[src/rtl/ffa_pkg.sv]
// ----------------------------------------------------------------------------
// ffa_pkg
// Shared constants, operation codes and controller/datapath interface types
// of the first-fit block allocator.
// ----------------------------------------------------------------------------
`default_nettype none

package ffa_pkg;

	// arena geometry
	localparam int ARENA_BYTES = 4096;
	localparam int HDR_BYTES   = 5;
	localparam int ADDR_W      = $clog2(ARENA_BYTES);
	localparam int LEN_W       = ADDR_W;
	localparam int OP_W        = 2;

	// operation codes
	localparam logic [OP_W-1:0] OP_ALLOC   = 2'd0;
	localparam logic [OP_W-1:0] OP_FREE    = 2'd1;
	localparam logic [OP_W-1:0] OP_REALLOC = 2'd2;

	// result status codes
	localparam logic STATUS_OK      = 1'b0;
	localparam logic STATUS_NOSPACE = 1'b1;

	// controller -> datapath
	typedef struct packed {
		logic load;      // capture the input transaction, clear the result
		logic check;     // evaluate the header read out of the RAMs
		logic wr_hdr;    // first write step: front header / used flag
		logic wr_tail;   // second write step: tail header length
		logic free_old;  // clear the used flag of the old block
		logic out_load;  // move the result into the output register
	} ffa_cmd_t;

	// datapath -> controller
	typedef struct packed {
		logic [OP_W-1:0] in_op;     // operation of the offered transaction
		logic [OP_W-1:0] op;        // operation of the item in progress
		logic            fit;       // current header is free and large enough
		logic            walk_end;  // next header lies beyond the arena
		logic            out_free;  // output register can take a result
	} ffa_sts_t;

endpackage

`default_nettype wire

[src/rtl/ffa_ctrl.sv]
// ----------------------------------------------------------------------------
// ffa_ctrl
// Controller: sequences the header walk, the header updates, the release of
// the old block and the hand-off of the result.
// ----------------------------------------------------------------------------
`default_nettype none

module ffa_ctrl
	import ffa_pkg::*;
(
	input  wire logic     clk,
	input  wire logic     arst_n,
	input  wire logic     in_valid,
	output logic          in_ready,
	input  wire ffa_sts_t sts,
	output ffa_cmd_t      cmd
);

	localparam logic [2:0] ST_IDLE    = 3'd0;
	localparam logic [2:0] ST_READ    = 3'd1;
	localparam logic [2:0] ST_CHECK   = 3'd2;
	localparam logic [2:0] ST_WR_HDR  = 3'd3;
	localparam logic [2:0] ST_WR_TAIL = 3'd4;
	localparam logic [2:0] ST_RELEASE = 3'd5;
	localparam logic [2:0] ST_DONE    = 3'd6;

	logic [2:0] state_q;
	logic [2:0] state_nxt;

	// next state and command decode
	always_comb begin
		state_nxt = state_q;
		cmd       = '0;
		in_ready  = 1'b0;
		unique case (state_q)
			ST_IDLE: begin
				in_ready = 1'b1;
				if (in_valid) begin
					cmd.load = 1'b1;
					if (sts.in_op == OP_ALLOC || sts.in_op == OP_REALLOC) begin
						state_nxt = ST_READ;
					end else if (sts.in_op == OP_FREE) begin
						state_nxt = ST_RELEASE;
					end else begin
						state_nxt = ST_DONE;
					end
				end
			end
			ST_READ: begin
				state_nxt = ST_CHECK;
			end
			ST_CHECK: begin
				cmd.check = 1'b1;
				if (sts.fit) begin
					state_nxt = ST_WR_HDR;
				end else if (sts.walk_end) begin
					state_nxt = ST_DONE;
				end else begin
					state_nxt = ST_READ;
				end
			end
			ST_WR_HDR: begin
				cmd.wr_hdr = 1'b1;
				state_nxt  = ST_WR_TAIL;
			end
			ST_WR_TAIL: begin
				cmd.wr_tail = 1'b1;
				state_nxt   = (sts.op == OP_REALLOC) ? ST_RELEASE : ST_DONE;
			end
			ST_RELEASE: begin
				cmd.free_old = 1'b1;
				state_nxt    = ST_DONE;
			end
			ST_DONE: begin
				if (sts.out_free) begin
					cmd.out_load = 1'b1;
					state_nxt    = ST_IDLE;
				end
			end
			default: begin
				state_nxt = ST_IDLE;
			end
		endcase
	end

	always_ff @(posedge clk or negedge arst_n) begin
		if (!arst_n) begin
			state_q <= ST_IDLE;
		end else begin
			state_q <= state_nxt;
		end
	end

endmodule

`default_nettype wire

[config.mk]
export PLATFORM = sky130hd
export DESIGN_NAME = ffa_ctrl
export DESIGN_NICKNAME = d
export VERILOG_FILES = /design/src/rtl/ffa_pkg.sv /design/src/rtl/ffa_ctrl.sv
export SDC_FILE = /design/constraint.sdc
export NUM_CORES = 1
export LEC_CHECK = 0
export BUFFER_PORTS_ARGS = -buffer_cell sky130_fd_sc_hd__buf_4
export CAP_MARGIN = 20
export CELL_PAD_IN_SITES_DETAIL_PLACEMENT = 1
export CELL_PAD_IN_SITES_GLOBAL_PLACEMENT = 2
export CORE_MARGIN = 5
export CORE_UTILIZATION = 19
export DETAILED_ROUTE_END_ITERATION = 8
export GPL_TIMING_DRIVEN = 1
export HOLD_SLACK_MARGIN = 0.12
export PLACE_DENSITY_LB_ADDON = 0.1
export SKIP_CTS_REPAIR_TIMING = 1
export SLEW_MARGIN = 20
export SYNTH_ARGS = -nofsm -noshare
export SYNTH_HDL_FRONTEND = slang
export SYNTH_SLANG_ARGS = --single-unit
[constraint.sdc]
create_clock -name clk -period 2.05 [get_ports clk]
set_input_delay 0.41 -clock clk [delete_from_list [all_inputs] [get_ports clk]]
set_output_delay 0.41 -clock clk [all_outputs]
set_load 0.1 [all_outputs]
### Yosys cells after proc, flatten, opt, wreduce, memory -nomap -nowiden

Cells that the tools add are included.

* equal/unequal tests: 11
* mux-type cells: 17
* reduce and logical (&&, ||, !) cells: 4

Operators with widths (number)
* one-hot mux 3 bit (7 select lines): 1
* two-way mux 3 bit: 5
* equality test 3 bit (second input constant): 3
* two-way mux 1 bit: 9
* equality test 3 x 2 -> 1 bit (second input constant): 2
* equality test 2 bit (second input constant): 2
* two-way mux 2 bit: 2
* != test 2 bit (second input constant): 2
* equality test 3 x 1 -> 1 bit (second input constant): 1
* zero test 3 bit: 1
* equality test 2 x 1 -> 1 bit (second input constant): 1
* zero test 2 bit: 1
* AND reduction 2 bit: 1
* logical OR 1 bit: 1

* register bits: 3
* output and inout bits: 7
* logic and storage cells: 33

### Depth between registers and ports, before layout

Gate-level depths: netlist of run 1.

* word-level depth: 5
* depth in mapped cells: 5

### Worst setup path after synthesis of run 1

OpenSTA, ideal clock, no wires.

* path type: flip-flop to output port
* start: register state_q[0]
* end: output cmd[5] (netlist bit)
* data arrival time: 3.643 ns
* data required time: 1.640 ns
* slack: -2.003 ns
* cell stages (with the launch flop): 4
* path buffers: 1
* cell sequence: dfrtp_1 buf_6 nor3_1 and2_1

RTL lines
* start, declared: line ffa_ctrl.sv:27 `logic [2:0] state_q;`
* start signal, assigned: line ffa_ctrl.sv:90 `state_q <= state_nxt;`
* end, declared: line ffa_ctrl.sv:16 `output ffa_cmd_t cmd`

==> summary.md, run 1 <==
| Metric | Value |
|---|---|
| Relative slew slack | 0.611 |
| Fin worst setup slack | 0.137 ns |
| Core area | 1300 um^2 |
| Placed wire-length estimate | 758 um |
| CP required | 1.64 ns |
| Startpoint class of the critical path | register |
| Initial drt markers | 0 |
| Worst Path Max Fanout | 10 |
| Number of buffers created by CTS | 3 |
| Final #Nets | 65 |
| CTS max path bufs | 2 |
| Max reg flops | 3 |
| #FFs+latches synth | 3 |
| Die area | 2200 um^2 |
| Clock Latency Late Sink | 0.23 ns |
| Number of routed nets with antenna violations | 0 |
| Seq/Total Area, Yosys | 0.290 |
| Final worst path period share | 0.933 |
| HP Class | in -> reg |
| Kind of critical path | reg -> out |
| Register area | 75.1 um^2 |
| Ys Warns | 0 |
| Setup Viol. Count Final | 0 |
| Final slew viol count | 0 |
| Netlist cell types | 19 |
| Status | complete, no violations |
| Synth async-reset ratio | 1.00 |
| Crit end category | output port |
| Reg clk slew, reported paths | 0.04 ns |
| Initial antenna violation count | 0 |
| Least-Margin Pin Slew | 0.568 ns |
| Mapped Avg Cell Area | 7.40 um^2 |
| Largest registers | state_q: 3 flops |
| Top cells by area, synth | dfrtp_1, nor3_1, inv_1 |
| Area of the multi-input gates | 175 um^2 |
| Largest net degree at the start of global routing | 11 |
| Pre-CTS setup slack | 0.306 ns |
| Die width | 46.9 um |
| Sink Count | 3 |
| Clock skew | 0.00299 ns |
| Drt pass-1 iters | 1 |
| WHS | 0.483 ns |
| Max-Cap Viols | 0 |
| Overall routing resource usage | 0.0978 |
| Vias in the first global route | 344 |
| Root buffer cell | clkbuf_4 |
| Layout filler cell count | 168 |
| Post-synth EDFFs | 0 |
| DR WL/cell | 13.4 um |
| Global-route wire length before repair | 1480 um |
| Mapped Area | 259 um^2 |
| H-Tree Depth | 1 |
| GPL Wtd Cong | 0.716 |
| Post-synth top flop | dfrtp_1 |
| Final wirelength | 926 um |
| Design area | 444 um^2 |
| Remaining global-route overflow | 0 |
| Port bufs | 16 |
| DR vias/cell | 4.71 |
| Worst Hold Depth | 3 |
| Row Count | 13 |
| Largest area contributor in the netlist | dfrtp_1 |
| DRC | 0 |
| Starting density of the core | 0.199 |
| Final core utilization | 0.341 |
| CTS tree | built |
| Critical path arrival | 1.50 ns |
| Reg2Reg Depth | 4 |
| Area after DPL | 408 um^2 |
| Number of diodes | 0 |
| Syn nets | 45 |
| Share of cells above drive strength 1 | 0.463 |
| # IOs | 17 |
| Synth top area share | 0.290 |
| Vias | 325 |
| FMAX | 523 MHz |
| Fin. Hold Viols | 0 |
| Unrepaired setup endpoints after global routing | no |
| Area grow syn2layout | 71.5% |
| Syn Inst Count | 35 |
| Largest reg by FF count | state_q |
| Tmin final | 1.91 ns |
| R2r setup slk | 0.32 ns |
| DIE HEIGHT | 46.9 um |
==> worst max-delay path: stages (launching register included) <==
cell and delay [ns]:
dfrtp_1 0.61, inv_1 0.17, nor3_2 0.18, buf_4 0.31
==> synth_stat cells (2+ instances only) <==
master    n
dfrtp_1   3
nor2_1    4
nor3_1    4
a221oi_1  2
a21oi_1   2
inv_1     5
nand2_1   3
==> area by class of cell <==
type / count / share of cell area
multi-input combinational: 25 / 0.394
sequential: 3 / 0.169
timing repair buffer: 17 / 0.293
clock buffer: 4 / 0.0592
inverter: 5 / 0.0423
tap: 15 / 0.0423
==> through the flow <==
stage	TNS [ns]	std cells
after floorplan	-1.53	35
after CTS	0	68
after global routing	0	69
after global placement	0	64
final	0	69
after detailed placement	0	64
==> logic make-up (layout without fill, tap and decap cells) <==
logic type             Yosys count  in the layout  synth area share
and+or+nand+nor                 16             16             0.314
AOI/OAI and AO/OA                9              9             0.251
buffers and inverters            7             26             0.145
DFF                              3              3             0.290
==> routing by layer <==
metal / vias up / wire (um) / track usage
li1: 165 / - / -
met1: 151 / 404 / 0.108
met2: 9 / 463 / 0.163
met3: 0 / 59 / 0.0383
met4: 0 / 0 / 0.0497
met5: - / 0 / 0
==> placed cells by master (no fill, tap or decap) <==
cell / Yosys / layout
nand2b_1: 1 / 1
nor3_2: 1 / 2
nor4_1: 1 / 1
and2_2: 0 / 1
inv_1: 5 / 4
o221ai_1: 1 / 1
inv_2: 0 / 1
clkbuf_1: 0 / 1
nor2_1: 4 / 4
nor3_4: 0 / 2
a221oi_1: 2 / 2
a32oi_1: 1 / 1
dlygate4sd3_1: 0 / 1
nor3_1: 4 / 1
nand4_1: 1 / 1
clkbuf_4: 0 / 3
buf_4: 1 / 16
dfrtp_1: 3 / 3
o21ai_0: 1 / 1
a31oi_1: 1 / 1
a21oi_1: 2 / 2
a2111oi_0: 1 / 1
nand2_1: 3 / 3
==> path summary, 6_finish.rpt <==
path | start | endpoint
max | state_q[0]$_DFFE_PN0P_ | cmd[1]
min | sts[5] | state_q[2]$_DFFE_PN0P_
max reg2reg | state_q[1]$_DFFE_PN0P_ | state_q[1]$_DFFE_PN0P_
min reg2reg | state_q[2]$_DFFE_PN0P_ | state_q[1]$_DFFE_PN0P_
max in group asynchronous | arst_n | state_q[2]$_DFFE_PN0P_
min in group asynchronous | arst_n | state_q[0]$_DFFE_PN0P_
Power of run 1 is not shown: default switching activity piles up to over one toggle a cycle in this logic, so the estimate is an artifact.
==> run 2, diff against run 1 <==
--- a/config.mk
+++ b/config.mk
@@ -10,11 +10,11 @@
 export CELL_PAD_IN_SITES_DETAIL_PLACEMENT = 1
 export CELL_PAD_IN_SITES_GLOBAL_PLACEMENT = 2
 export CORE_MARGIN = 5
-export CORE_UTILIZATION = 19
+export CORE_UTILIZATION = 18
 export DETAILED_ROUTE_END_ITERATION = 8
 export GPL_TIMING_DRIVEN = 1
 export HOLD_SLACK_MARGIN = 0.12
-export PLACE_DENSITY_LB_ADDON = 0.1
+export PLACE_DENSITY_LB_ADDON = 0.12
 export SKIP_CTS_REPAIR_TIMING = 1
 export SLEW_MARGIN = 20
 export SYNTH_ARGS = -nofsm -noshare
==> constraint.sdc (replaced) <==
create_clock -name clk -period 1.9 [get_ports clk]
set_input_delay 0.38 -clock clk [delete_from_list [all_inputs] [get_ports clk]]
set_output_delay 0.38 -clock clk [all_outputs]
set_load 0.1 [all_outputs]
==> run 2 against run 1 <==
Net effect: sequential cell count is the same; sequential share of layout area down 0.14 points; non-clock buffer count did not move; cell area increased by 4.2%; first-iteration DRC count is the same; critical endpoint is now cmd[3]; largest cell class unchanged.
==> summary.md, run 2 (same netlist as run 1, synthesis figures left out) <==
| Metric | Value |
|---|---|
| Root buffer cell | clkbuf_4 |
| Crit end category | output port |
| Pre-CTS setup slack | 0.234 ns (-0.0720 ns) |
| Number of buffers created by CTS | 3 (unchanged) |
| FF-to-FF Start | state_q[1]$_DFFE_PN0P_ |
| Kind of critical path | reg -> out |
| Die width | 47.9 um (+2.2%) |
| Commonest non-fill, non-tap cells in the layout | buf_4, inv_1, nand2_1, nor3_4, clkbuf_4 |
| Area grow syn2layout | 78.7% |
| Vias | 320 (-1.5%) |
| # IOs | 17 (unchanged) |
| Overall routing resource usage | 0.0958 (-0.00198) |
| Largest net degree at the start of global routing | 11 (unchanged) |
| Remaining global-route overflow | 0 (unchanged) |
| Least-Margin Pin Slew | 0.421 ns (-0.148 ns) |
| GPL Wtd Cong | 0.709 (-0.98%) |
| Final #Nets | 65 (unchanged) |
| Port bufs | 16 (unchanged) |
| R2r setup slk | 0.33 ns (about the same) |
| Layout Cells excl Fill | 69 (unchanged) |
| Global-route wire length before repair | 1440 um (-2.8%) |
| Relative slew slack | 0.712 (+0.101) |
| Max-Cap Viols | 0 (unchanged) |
| DIE HEIGHT | 47.9 um (+2.2%) |
| Placed insts | 64 (unchanged) |
| Fin worst setup slack | 0.0964 ns (-0.0401 ns) |
| Final wirelength | 892 um (-3.7%) |
| Initial drt markers | 0 (unchanged) |
| Most common cell after layout, fill and taps aside | buf_4 |
| Critical path arrival | 1.42 ns (-0.08 ns) |
| Max reg flops | 3 (unchanged) |
| Core area | 1330 um^2 (+2.5%) |
| Drt pass-1 iters | 1 (unchanged) |
| Tmin final | 1.80 ns |
| Clock Latency Late Sink | 0.24 ns (about the same) |
| Vias in the first global route | 357 (+3.8%) |
| Largest registers | state_q: 3 flops |
| FMAX | 554 MHz |
| Die area | 2300 um^2 (+4.4%) |
| Number of diodes | 0 (unchanged) |
| Initial antenna violation count | 0 (unchanged) |
| Final slew viol count | 0 (unchanged) |
| Worst Path Max Fanout | 7 (-3) |
| CP required | 1.52 ns (-0.12 ns) |
| Clock skew | 0.00468 ns (+0.00169 ns) |
| Unrepaired setup endpoints after global routing | no |
| Status | complete, no violations |
| Number of routed nets with antenna violations | 0 (unchanged) |
| Largest reg by FF count | state_q |
| DR vias/cell | 4.64 (-1.5%) |
| Fin. Hold Viols | 0 (unchanged) |
| R2R Path End | state_q[1]$_DFFE_PN0P_ |
| Setup Viol. Count Final | 0 (unchanged) |
| Sink Count | 3 (unchanged) |
| Startpoint class of the critical path | register |
| Reg clk slew, reported paths | 0.04 ns (about the same) |
| HP Class | in -> async |
| Row Count | 13 (unchanged) |
| DR WL/cell | 12.9 um (-3.7%) |
| Final worst path period share | 0.949 |
| DRC | 0 (unchanged) |
| Reg2Reg Depth | 4 (unchanged) |
| Starting density of the core | 0.194 (-0.00485) |
| Placed wire-length estimate | 739 um (-2.6%) |
| Share of cells above drive strength 1 | 0.537 (+0.0741) |
| CTS tree | built |
| WHS | 0.472 ns (-0.0103 ns) |
| CTS max path bufs | 2 (unchanged) |
| H-Tree Depth | 1 (unchanged) |
## run 2: changes by cell type in the layout (fill, tap and decap cells not counted)
cell | before | now
and2_2 | 1 | 0
dfrtp_1 | 3 | 1
nor3_4 | 2 | 3
buf_6 | 0 | 1
nor2_1 | 4 | 2
and2_4 | 0 | 1
nor2_2 | 0 | 2
nor3_2 | 2 | 1
buf_4 | 16 | 15
dfrtp_2 | 0 | 2
## run 2: layout make-up
| cell class | count | area, um^2 |
|---|---|---|
| repair buffers | 17 | 134 |
| fillers | 176 | 871 |
| multi-input cells | 25 | 188 |
| clock buffers | 4 | 26.3 |
| well taps | 15 | 18.8 |
| flip-flops and latches | 3 | 77.6 |
| inverters | 5 | 18.8 |
## run 2: worst max-delay path, stage by stage (launching register included)
cell	delay (ns)
dfrtp_2	0.46
inv_2	0.17
nand2_1	0.15
nor2_2	0.12
buf_4	0.29
## run 2: how the worst max path moves through the flow
stage                                 from                      to  cells past startpoint
finish              state_q[2]$_DFFE_PN0P_                  cmd[3]                      4
detailed placement  state_q[0]$_DFFE_PN0P_                  cmd[1]                      3
global route        state_q[2]$_DFFE_PN0P_                  cmd[3]                      4
global placement    state_q[1]$_DFFE_PN0P_  state_q[1]$_DFFE_PN0P_                      4
floorplan           state_q[1]$_DFFE_PN0P_                  cmd[5]                      3
CTS                 state_q[0]$_DFFE_PN0P_                  cmd[1]                      3
## run 2: per-stage QoR
step           TNS, ns  instance area [um^2]  utilization
3_5_place_dp         0                   422        0.316
6_report             0                   463        0.347
2_1_floorplan   -0.541                   302            -
4_1_cts        -0.0388                   448        0.336
3_3_place_gp         0                   422        0.316
5_1_grt              0                   463        0.347
## run 2: routing by layer
metal,vias up,part of all wire,track usage
li1,166,-,-
met1,145,0.46,0.115
met2,9,0.49,0.135
met3,0,0.050,0.0226
met4,0,0,0.0968
met5,-,0,0
Power of run 2 is left out for the same reason.
==> run 3, diff against run 2 <==
--- a/config.mk
+++ b/config.mk
@@ -5,12 +5,13 @@
 export SDC_FILE = /design/constraint.sdc
 export NUM_CORES = 1
 export LEC_CHECK = 0
+export ABC_AREA = 1
 export BUFFER_PORTS_ARGS = -buffer_cell sky130_fd_sc_hd__buf_4
 export CAP_MARGIN = 20
 export CELL_PAD_IN_SITES_DETAIL_PLACEMENT = 1
 export CELL_PAD_IN_SITES_GLOBAL_PLACEMENT = 2
 export CORE_MARGIN = 5
-export CORE_UTILIZATION = 18
+export CORE_UTILIZATION = 20
 export DETAILED_ROUTE_END_ITERATION = 8
 export GPL_TIMING_DRIVEN = 1
 export HOLD_SLACK_MARGIN = 0.12
==> run 3 against run 2 <==
Net effect: worst setup slack improved by 0.063 ns; worst hold slack worse by 0.00092 ns; non-clock buffer count did not move; utilization down 3.1 points; cell area grew 16%; register-to-register slack better by 0.40 ns; critical path depth down 2; clock-buffer cell count is the same; maximum frequency grew 3.6%; die area grew 19%.
==> summary.md, run 3 <==
| Metric | Value |
|---|---|
| Global-route wire length before repair | 1710 um (+19%) |
| Max reg flops | 3 (unchanged) |
| H-Tree Depth | 1 (unchanged) |
| CP required | 1.52 ns (about the same) |
| FF-to-FF Start | state_q[0]$_DFFE_PN0P_ |
| Die area | 2730 um^2 (+19%) |
| Worst Path Max Fanout | 8 (+1) |
| Row Count | 15 (+2) |
| Least-Margin Pin Slew | 0.297 ns (-0.124 ns) |
| DIE HEIGHT | 52.2 um (+9.0%) |
| Vias | 411 (+28%) |
| Syn nets | 65 (+44%) |
| Reg2Reg Depth | 6 (+2) |
| Clock skew | 0.00422 ns (-0.000462 ns) |
| Syn Inst Count | 55 (+57%) |
| Grt met3 use | 0.0171 (-0.00546) |
| Starting density of the core | 0.209 (+0.0146) |
| HP Class | in -> async |
| Initial antenna violation count | 0 (unchanged) |
| DRC | 0 (unchanged) |
| Number of routed nets with antenna violations | 0 (unchanged) |
| Clock Latency Late Sink | 0.23 ns (about the same) |
| Setup Viol. Count Final | 0 (unchanged) |
| Pre-CTS setup slack | 0.260 ns (+0.0261 ns) |
| Critical path arrival | 1.36 ns (-0.06 ns) |
| Ys Warns | 0 (unchanged) |
| GR peak layer | met2 |
| Fin. Hold Viols | 0 (unchanged) |
| Placed wire-length estimate | 856 um (+16%) |
| Sink Count | 3 (unchanged) |
| Mapped Avg Cell Area | 6.48 um^2 (-12%) |
| Reg clk slew, reported paths | 0.04 ns (about the same) |
| Kind of critical path | reg -> out |
| Final wirelength | 1030 um (+15%) |
| Drt pass-1 iters | 2 (+1) |
| Global Route met1 Usage | 0.114 (-0.000940) |
| R2R Path End | state_q[1]$_DFFE_PN0P_ |
| Number of buffers created by CTS | 3 (unchanged) |
| CTS tree | built |
| Core area | 1710 um^2 (+28%) |
| #FFs+latches synth | 3 (unchanged) |
| Synth async-reset ratio | 1.00 (unchanged) |
| Tmin final | 1.74 ns (-0.0627 ns) |
| Seq/Total Area, Yosys | 0.211 (-0.0793) |
| Largest net degree at the start of global routing | 10 (-1) |
| Post-synth EDFFs | 0 (unchanged) |
| Top cells by count, synth | nand2_1, inv_1, nand3_1 |
| DR vias/cell | 4.19 (-9.6%) |
| Root buffer cell | clkbuf_4 |
| Die width | 52.2 um (+9.0%) |
| # IOs | 17 (unchanged) |
| Final #Nets | 84 (+29%) |
| Layout filler cell count | 226 (+28%) |
| Post-synth top flop | dfrtp_1 |
| GPL Wtd Cong | 0.684 (-3.6%) |
| Status | complete, no violations |
| Unrepaired setup endpoints after global routing | no |
| Largest reg by FF count | state_q |
| Synth top area share | 0.211 (-0.0793) |
| Startpoint class of the critical path | register |
| Commonest non-fill, non-tap cells in the layout | nand2_1, buf_4, inv_1, nand3_1, nor2_2 |
| Share of cells above drive strength 1 | 0.479 (-0.0576) |
| Remaining global-route overflow | 0 (unchanged) |
| Fin worst setup slack | 0.159 ns (+0.0627 ns) |
| Largest registers | state_q: 3 flops |
| Overall routing resource usage | 0.0889 (-0.00693) |
| Netlist cell types | 16 (-3) |
| Crit end category | output port |
| FMAX | 574 MHz (+3.6%) |
| DR WL/cell | 10.5 um (-19%) |
| Largest area contributor in the netlist | dfrtp_1 |
| Final slew viol count | 0 (unchanged) |
| CTS max path bufs | 2 (unchanged) |
| Mapped Area | 357 um^2 (+38%) |
| Number of diodes | 0 (unchanged) |
| Top cells by area, synth | dfrtp_1, nand2_1, nand3_1 |
| Initial drt markers | 2 (+2) |
| Area grow syn2layout | 51.2% |
| Port bufs | 16 (unchanged) |
| Most frequent cell after synthesis | nand2_1 |
| Final worst path period share | 0.916 (-0.0330) |
| Max-Cap Viols | 0 (unchanged) |
| Relative slew slack | 0.802 (+0.0900) |
| M2 GR Usage | 0.126 (-0.00904) |
| R2r setup slk | 0.73 ns (+0.40 ns) |
| Most common cell after layout, fill and taps aside | nand2_1 |
| Vias in the first global route | 414 (+16%) |
run 3: layout make-up:
type / instances / area (um^2) / area share
clock buffer: 4 / 26.3 / 0.0487
timing repair buffer: 17 / 130 / 0.241
tap: 25 / 31.3 / 0.0580
inverter: 11 / 48.8 / 0.0905
sequential: 3 / 78.8 / 0.146
multi-input combinational: 38 / 224 / 0.415
run 3: kinds of logic (layout without fill, tap and decap cells):
| family | Yosys count | in the layout | share of synthesized area |
|---|---|---|---|
| flops | 3 | 3 | 0.211 |
| buf+inv | 14 | 32 | 0.232 |
| simple gates | 36 | 36 | 0.519 |
| compound gates | 2 | 2 | 0.0386 |
run 3: through the flow:
stage | util | instances | hold slack (ns) | TNS (ns) | area, um^2
floorplan | - | 55 | 0.0844 | -0.291 | 382
CTS | 0.308 | 97 | -0.0771 | 0 | 526
global route | 0.316 | 98 | 0.471 | 0 | 539
detailed placement | 0.292 | 93 | 0.172 | 0 | 499
finish | 0.316 | 98 | 0.471 | 0 | 539
global placement | 0.292 | 93 | 0.171 | 0 | 499
run 3: routing by layer:
| metal | wire length [um] | vias up |
|---|---|---|
| li1 | - | 207 |
| met1 | 476 | 189 |
| met2 | 494 | 13 |
| met3 | 31 | 2 |
| met4 | 23 | 0 |
| met5 | 0 | - |
run 3: worst max-delay path: stages (launching register included):
cell     delay (ns)
dfrtp_2        0.51
nor4_4         0.29
buf_4          0.32
run 3: how the worst max path moves through the flow:
stage                                 from     end  cells past startpoint
global placement    state_q[1]$_DFFE_PN0P_  cmd[0]                      3
detailed placement  state_q[0]$_DFFE_PN0P_  cmd[1]                      3
global route        state_q[2]$_DFFE_PN0P_  cmd[5]                      2
finish              state_q[2]$_DFFE_PN0P_  cmd[5]                      2
floorplan           state_q[0]$_DFFE_PN0P_  cmd[0]                      2
CTS                 state_q[1]$_DFFE_PN0P_  cmd[0]                      3
Power of run 3 is left out for the same reason.
